===== config.mk =====
export PLATFORM = sky130hd
export DESIGN_NAME = mgc_div
export DESIGN_NICKNAME = d
export VERILOG_FILES = /design/src/hw/rtl/mandelbrot_grid_point_count_core_macros.svh /design/src/hw/rtl/mgc_pkg.sv /design/src/hw/rtl/mgc_div.sv
export SDC_FILE = /design/constraint.sdc
export NUM_CORES = 1
export LEC_CHECK = 0
export ABC_AREA = 1
export BUFFER_PORTS_ARGS = -buffer_cell sky130_fd_sc_hd__buf_2
export CORE_ASPECT_RATIO = 1.75
export CORE_MARGIN = 2
export CORE_UTILIZATION = 45
export DETAILED_ROUTE_END_ITERATION = 16
export PLACE_DENSITY = 0.67
export SETUP_SLACK_MARGIN = 0.4
export SLEW_MARGIN = 20
export SYNTH_ARGS = -nofsm -noshare
export SYNTH_HDL_FRONTEND = slang
export SYNTH_SLANG_ARGS = --single-unit

===== constraint.sdc =====
create_clock -name clk_i -period 4.7 [get_ports clk_i]
set_input_delay 0.705 -clock clk_i [delete_from_list [all_inputs] [get_ports clk_i]]
set_output_delay 0.705 -clock clk_i [all_outputs]
set_load 0.05 [all_outputs]

===== src/hw/rtl/mandelbrot_grid_point_count_core_macros.svh =====
// Assertion macros shared by the mandelbrot grid count RTL.
`ifndef MANDELBROT_GRID_POINT_COUNT_CORE_MACROS_SVH
`define MANDELBROT_GRID_POINT_COUNT_CORE_MACROS_SVH

// Same-cycle implication, disabled during reset.
`define MGC_ASSERT_IMP(lbl, clk, rstn, ante, cons) \
  lbl: assert property (@(posedge clk) disable iff (!rstn) (ante) |-> (cons)) \
    else $error("assertion failed");

// Next-cycle implication, disabled during reset.
`define MGC_ASSERT_NXT(lbl, clk, rstn, ante, cons) \
  lbl: assert property (@(posedge clk) disable iff (!rstn) (ante) |=> (cons)) \
    else $error("assertion failed");

`endif


===== src/hw/rtl/mgc_pkg.sv =====
// Shared types and constants for the mandelbrot grid count block.
package mgc_pkg;

  localparam int COORD_W   = 32;
  localparam int FRAC_W    = COORD_W - 3;
  localparam int Z_W       = 36;
  localparam int ITER_W    = 16;
  localparam int GRID_W    = 13;
  localparam int MAX_GRID  = 4096;
  localparam int CNT_W     = 25;
  localparam int NUM_CELLS = 4;
  localparam int FLY_W     = $clog2(2 * NUM_CELLS + 1);

  // Register map indexes
  typedef enum logic [2:0] {
    REG_RLO   = 3'd0,
    REG_RHI   = 3'd1,
    REG_ILO   = 3'd2,
    REG_IHI   = 3'd3,
    REG_GRID  = 3'd4,
    REG_ITER  = 3'd5,
    REG_LANE  = 3'd6,
    REG_LANES = 3'd7
  } reg_idx_e;

  // Controller states, one-hot
  typedef enum logic [6:0] {
    ST_IDLE   = 7'b0000001,
    ST_DIV_RE = 7'b0000010,
    ST_DIV_IM = 7'b0000100,
    ST_SCALE  = 7'b0001000,
    ST_ORIGIN = 7'b0010000,
    ST_SWEEP  = 7'b0100000,
    ST_SPARE  = 7'b1000000
  } state_e;

  // One point traveling around the ring
  typedef struct packed {
    logic                      valid;
    logic                      done;
    logic                      in_set;
    logic signed [COORD_W-1:0] cr;
    logic signed [COORD_W-1:0] ci;
    logic signed [COORD_W-1:0] zr;
    logic signed [COORD_W-1:0] zi;
    logic [ITER_W-1:0]         iter;
  } token_t;

endpackage


===== src/hw/rtl/mgc_div.sv =====
// Bit-serial signed step divider with saturation to the coordinate range.
module mgc_div (
  input  logic                               clk_i,
  input  logic                               rst_ni,
  input  logic                               start_i,
  input  logic signed [mgc_pkg::COORD_W:0]   dividend_i,
  input  logic [mgc_pkg::GRID_W-1:0]         divisor_i,
  output logic                               done_o,
  output logic signed [mgc_pkg::COORD_W-1:0] quot_o
);
  import mgc_pkg::*;

  localparam int QW  = COORD_W + 1;
  localparam int CW  = $clog2(QW + 1);
  localparam logic [QW-1:0] POS_LIM = QW'((64'd1 << (COORD_W - 1)) - 1);
  localparam logic [QW-1:0] NEG_LIM = QW'(64'd1 << (COORD_W - 1));

  logic              run_q, done_q, neg_q;
  logic [CW-1:0]     cnt_q;
  logic [QW-1:0]     quo_q, neg_quo;
  logic [GRID_W-1:0] rem_q;
  logic [GRID_W:0]   rem_sh;
  logic              fit;

  assign rem_sh = {rem_q, quo_q[QW-1]};
  assign fit    = rem_sh >= {1'b0, divisor_i};

  // One quotient bit per cycle
  always_ff @(posedge clk_i or negedge rst_ni) begin
    if (!rst_ni) begin
      run_q  <= 1'b0;
      done_q <= 1'b0;
      cnt_q  <= '0;
    end else begin
      done_q <= 1'b0;
      if (start_i) begin
        run_q <= 1'b1;
        cnt_q <= CW'(QW);
      end else if (run_q) begin
        cnt_q <= cnt_q - 1'b1;
        if (cnt_q == CW'(1)) begin
          run_q  <= 1'b0;
          done_q <= 1'b1;
        end
      end
    end
  end

  always_ff @(posedge clk_i) begin
    if (start_i) begin
      neg_q <= dividend_i[COORD_W];
      quo_q <= dividend_i[COORD_W] ? QW'(-dividend_i) : QW'(dividend_i);
      rem_q <= '0;
    end else if (run_q) begin
      rem_q <= fit ? GRID_W'(rem_sh - {1'b0, divisor_i}) : rem_sh[GRID_W-1:0];
      quo_q <= {quo_q[QW-2:0], fit};
    end
  end

  // Sign and saturate the magnitude
  assign neg_quo = -quo_q;
  always_comb begin
    if (!neg_q) begin
      quot_o = (quo_q > POS_LIM) ? POS_LIM[COORD_W-1:0] : quo_q[COORD_W-1:0];
    end else begin
      quot_o = (quo_q > NEG_LIM) ? NEG_LIM[COORD_W-1:0] : neg_quo[COORD_W-1:0];
    end
  end

  assign done_o = done_q;

endmodule


# After elaboration in Yosys (flattened, before gate mapping)
# Cells that the tools add are included.
classes:
  addsub: 4
  n_mul: 0
  div: 0
  order_cmp: 3
  eq_ne: 1
  shifts: 0
  muxes: 15
  bitwise: 0
  reduce_logical: 1
op_table:
  columns: ["operator", "n"]
  rows:
  - ["33-bit 2-to-1 mux", 3]
  - ["32-bit 2-to-1 mux", 3]
  - ["33-bit by 31-bit > comparator with 1-bit output, second input constant", 1]
  - ["33-bit by 32-bit > comparator with 1-bit output, second input constant", 1]
  - ["33-bit negator", 1]
  - ["32-bit negator", 1]
  - ["14-bit by 13-bit greater-or-equal comparator with 1-bit output", 1]
  - ["13-bit 2-to-1 mux", 1]
  - ["13-bit subtractor", 1]
  - ["6-bit 2-to-1 mux", 2]
  - ["6-bit by 1-bit equality test with 1-bit output, second input constant", 1]
  - ["1-bit 2-to-1 mux", 6]
  - ["6-bit by 1-bit subtractor with 6-bit output, second input constant", 1]
  - ["2-bit nonzero test", 1]
word_totals:
  register_bits: 55
  latch_bits: 0
  ramBits: 0
  rom_bits: 0
  in_bits: 49
  output_inout_bits: 33
  mem_count: 0

# Logic depth before layout (Yosys ltp)
logic_depth:
  depth_word: 4
  mapped_depth: 13
  depth_no_buf: 12

# Worst setup path before layout
# Ideal clock, no wire load.
synth_timing:
  kind: "register to output"
  start: "register quo_q[1]"
  end: "output quot_o[3] (netlist bit)"
  arrival_time_ps: 2454
  required_ps: 3995
  path_slack_ps: 1541
  stages_incl_launch_ff: 11
  cell_sequence: "edfxtp_1 inv_1 ha_1 nand3_2 nor2_4 nand2_2 nor2_2 nand2_2 nand2_4 nand2_4 o21ai_0"
synth_via:
  elab_chain_len: 3
  word_cells_on_any_way: 6
  cone_classes: "add/sub: 1; order compare: 2; mux: 3"
synth_rtl:
  columns: ["item", "line", "rtl"]
  rows:
  - ["from (decl)", "mgc_div.sv:20", "logic [QW-1:0] quo_q, neg_quo;"]
  - ["from (signal assigned)", "mgc_div.sv:52", "quo_q <= dividend_i[COORD_W] ? QW'(-dividend_i) : QW'(dividend_i);"]
  - ["from (signal assigned)", "mgc_div.sv:56", "quo_q <= {quo_q[QW-2:0], fit};"]
  - ["32-bit negator, or another cell as far along", "mgc_div.sv:61", "assign neg_quo = -quo_q;"]
  - ["32-bit 2-to-1 mux, on equally long branches", "mgc_div.sv:66, mgc_div.sv:64", null]
  - ["32-bit 2-to-1 mux *", "mgc_div.sv:63", "if (!neg_q) begin"]
  - ["to (decl)", "mgc_div.sv:9", "output logic signed [mgc_pkg::COORD_W-1:0] quot_o"]
# Mark *: on every way between the ends. The rest lies on a longest branch, timed or not.

# Worst setup path after layout
layout_timing:
  start: "register quo_q[1]"
  end: "output quot_o[4] (netlist bit)"
# The elaborated chain is that of the path after synthesis.

==> qor.yml <==
combinationalPowerShare: 0.515
gp_congestion: 1.00
final_nets: 1026
synth_top_family_by_area: "simple AND/OR/NAND/NOR gates"
pwr-share-clk: 0.171
gr-total-overflow: 0
rr_endpoint: "quo_q[0]"
dpl.hpwl_um: 13500
cts_hold_buf: 0
drv_cap: 0
cts_root_buf: "clkbuf_16"
ys_async_sr_fraction: 0.145
drive_above_1_share: 0.132
seq_power_share: 0.314
hold_violations: 0
crit_arrival_ns: 2.82
worstHoldPathType: "in -> async"
clk_latency_ns: 0.29
cp-end-kind: "output pin"
vias_per_cell: 5.13
path_max_fanout: 29
synth_enable_flop_cells: 34
synth_fa_ha_area_frac: 0.0441
post_cts_buffers: 0
r2r_slack_ns: 2.23
die_h_um: 151
syn_inst: 891
utilization: 0.515
grt_pass1_wl_um: 26200
pre_cts_slack_ns: 1.51
crit_type: "reg -> out"
synth-compound-area-share: 0.116
initialDrtViolationCount: 327
grt_start_max_net_pins: 45
io_buffers: 81
dieArea_mm2: 0.0133
start_util: 0.461
swShare: 0.477
yosysUniqueCellTypes: 39
avgSynthCellArea_um2: 6.25
ir_worst_vdd_mv: 0.337
cp.required_ns: 3.99
io_pins: 82
n_antenna_cell: 0
track_usage: 0.255
vias: 5765
p_leak_nw: 3.03
cts_num_sinks: 55
tns_ns: 0
htreeDepth: 2
rows: 53
grt_pass1_vias: 5470
clk_transition_reported_paths_ns: 0.07
synth.cell_area_mm2: 0.00557
max_slew_margin: 0.426
drt_wl_total_um: 16400
period_needed_ns: 3.52
internal_power_mw: 1.25
yosys.area_share.xor_xnor: 0.0724
yosys.area_share.simple: 0.399
cts_tree: "built"
reg2reg_from: "quo_q[32]"
p_switching_mw: 1.14
fmax_mhz: 284
timing.final.ws_setup_ns: 1.18
area_growth_pct: 11.7
routedWlPerCell_um: 14.6
yosysSeqAreaShare: 0.266
fin_total_pwr_mw: 2.39
fillers: 1348
rsz0062_at_grt: "false"
ys.flop_type: "edfxtp_1"
die_x_um: 88.1
tightest_slew_ns: 0.859
coreArea_mm2: 0.0121
finalClockSkew_ns: 0.00881
synthMuxAreaShare: 0
reg2reg_depth: 10
cts_buffer_depth: 2
slew_violations: 0
power_density_mw_per_mm2: 385
finalCritPeriodShare: 0.750
ant_nets: 0
stdcell_count: 1123
cts_resized: 0
antenna_found_initial: 0
cts_buffers: 5
ys_ff_latch: 55
critPathLaunchType: "flop"
setup_viol: 0
firstDrtPassIters: 5
outcome: "finished clean"
synth_warnings: 0
placedCellCount: 1116
synth.net_count: 959
drcViolationCount: 0
final cells by class:
| type | instances | area [um^2] | share of cell area |
|---|---|---|---|
| clock inverter | 1 | 30.0 | 0.00483 |
| multi-input combinational | 697 | 3510 | 0.565 |
| tap | 165 | 206 | 0.0332 |
| timing repair buffer | 84 | 428 | 0.0688 |
| sequential | 55 | 1480 | 0.238 |
| clock buffer | 6 | 129 | 0.0207 |
| inverter | 115 | 432 | 0.0694 |
worst max path at each step:
stage | startpoint | end | slack, ns | cells past startpoint
after global placement | quo_q[1] | quot_o[4] | 1.53 | 11
after CTS | quo_q[1] | quot_o[4] | 1.19 | 11
final | quo_q[1] | quot_o[4] | 1.18 | 11
after global routing | quo_q[1] | quot_o[4] | 0.93 | 11
after detailed placement | quo_q[1] | quot_o[4] | 1.51 | 11
after floorplan | quo_q[1] | quot_o[3] | 1.54 | 10
power by group through the flow:
stage	Clock, mW	Combinational (mW)	Sequential (mW)
after global placement	0	1.23	0.760
final	0.410	1.23	0.751
after floorplan	0	0.997	0.720
after detailed placement	0	1.23	0.759
after CTS	0.418	1.24	0.750
after global routing	0.436	1.38	0.770
per-layer routing:
metal	up-vias	track usage	part of all wire
met5	-	0	0
met4	0	0.143	0.061
met3	53	0.0218	0.027
met2	132	0.493	0.55
met1	2568	0.259	0.36
li1	3012	-	-
registers in the layout, indices dropped and copies added, names as in the netlist:
name and count:
run_q 1, neg_q 1, rem_q 13, cnt_q 6, done_o 1, quo_q 33
cells in the final DEF (no fill, tap or decap), drive strengths merged:
cell type | Yosys | layout
bufinv | 0 | 1
edfxtp | 34 | 34
xnor2 | 9 | 9
fa | 1 | 1
clkbuf | 13 | 6
buf | 11 | 84
or2 | 1 | 1
xor2 | 37 | 37
dfrtp | 8 | 8
nand3b | 6 | 6
clkinv | 2 | 2
o21ai | 94 | 94
nand2 | 256 | 256
a21oi | 13 | 13
a21o | 2 | 2
nor4 | 1 | 1
dfxtp | 13 | 13
o21bai | 2 | 2
nor3 | 9 | 9
and2 | 1 | 1
a31oi | 2 | 2
nor2 | 132 | 132
o31ai | 2 | 2
o22ai | 1 | 1
inv | 113 | 113
ha | 18 | 18
nand4 | 20 | 20
nand3 | 90 | 90
kinds of logic (layout without fill, tap and decap cells):
| family | after synthesis | count (layout) |
|---|---|---|
| xor+xnor | 46 | 46 |
| fa+ha+maj | 19 | 19 |
| buf+inv | 139 | 206 |
| simple gates | 516 | 516 |
| compound gates | 116 | 116 |
| flops | 55 | 55 |
worst max-delay path: stages (launching register included):
cell,delay [ns]
edfxtp_1,0.45
ha_1,0.22
nor2_1,0.09
nand4_1,0.12
nor2_1,0.25
nand2_1,0.08
nand2_1,0.64
nand2_1,0.20
nand2_1,0.11
nand2_1,0.05
inv_1,0.06
buf_2,0.26
metrics by stage:
stage	hold slack (ns)	instance area [um^2]
global route	0.258	6220
finish	0.246	6220
detailed placement	0.465	6060
floorplan	0.409	5570
CTS	0.248	6220
global placement	0.460	6060
cell usage after synthesis (12+ instances only):
library cell	count	area, um^2
inv_1	109	409
dfxtp_1	13	260
nand3_1	85	425
clkbuf_1	13	48.8
ha_1	18	225
xor2_1	37	324
edfxtp_1	34	1020
nand2_1	250	938
a21oi_1	12	60.1
nor2_1	122	458
o21ai_0	71	355
nand4_1	20	125
o21ai_1	14	70.1
Power figures use the tool's default switching activity.
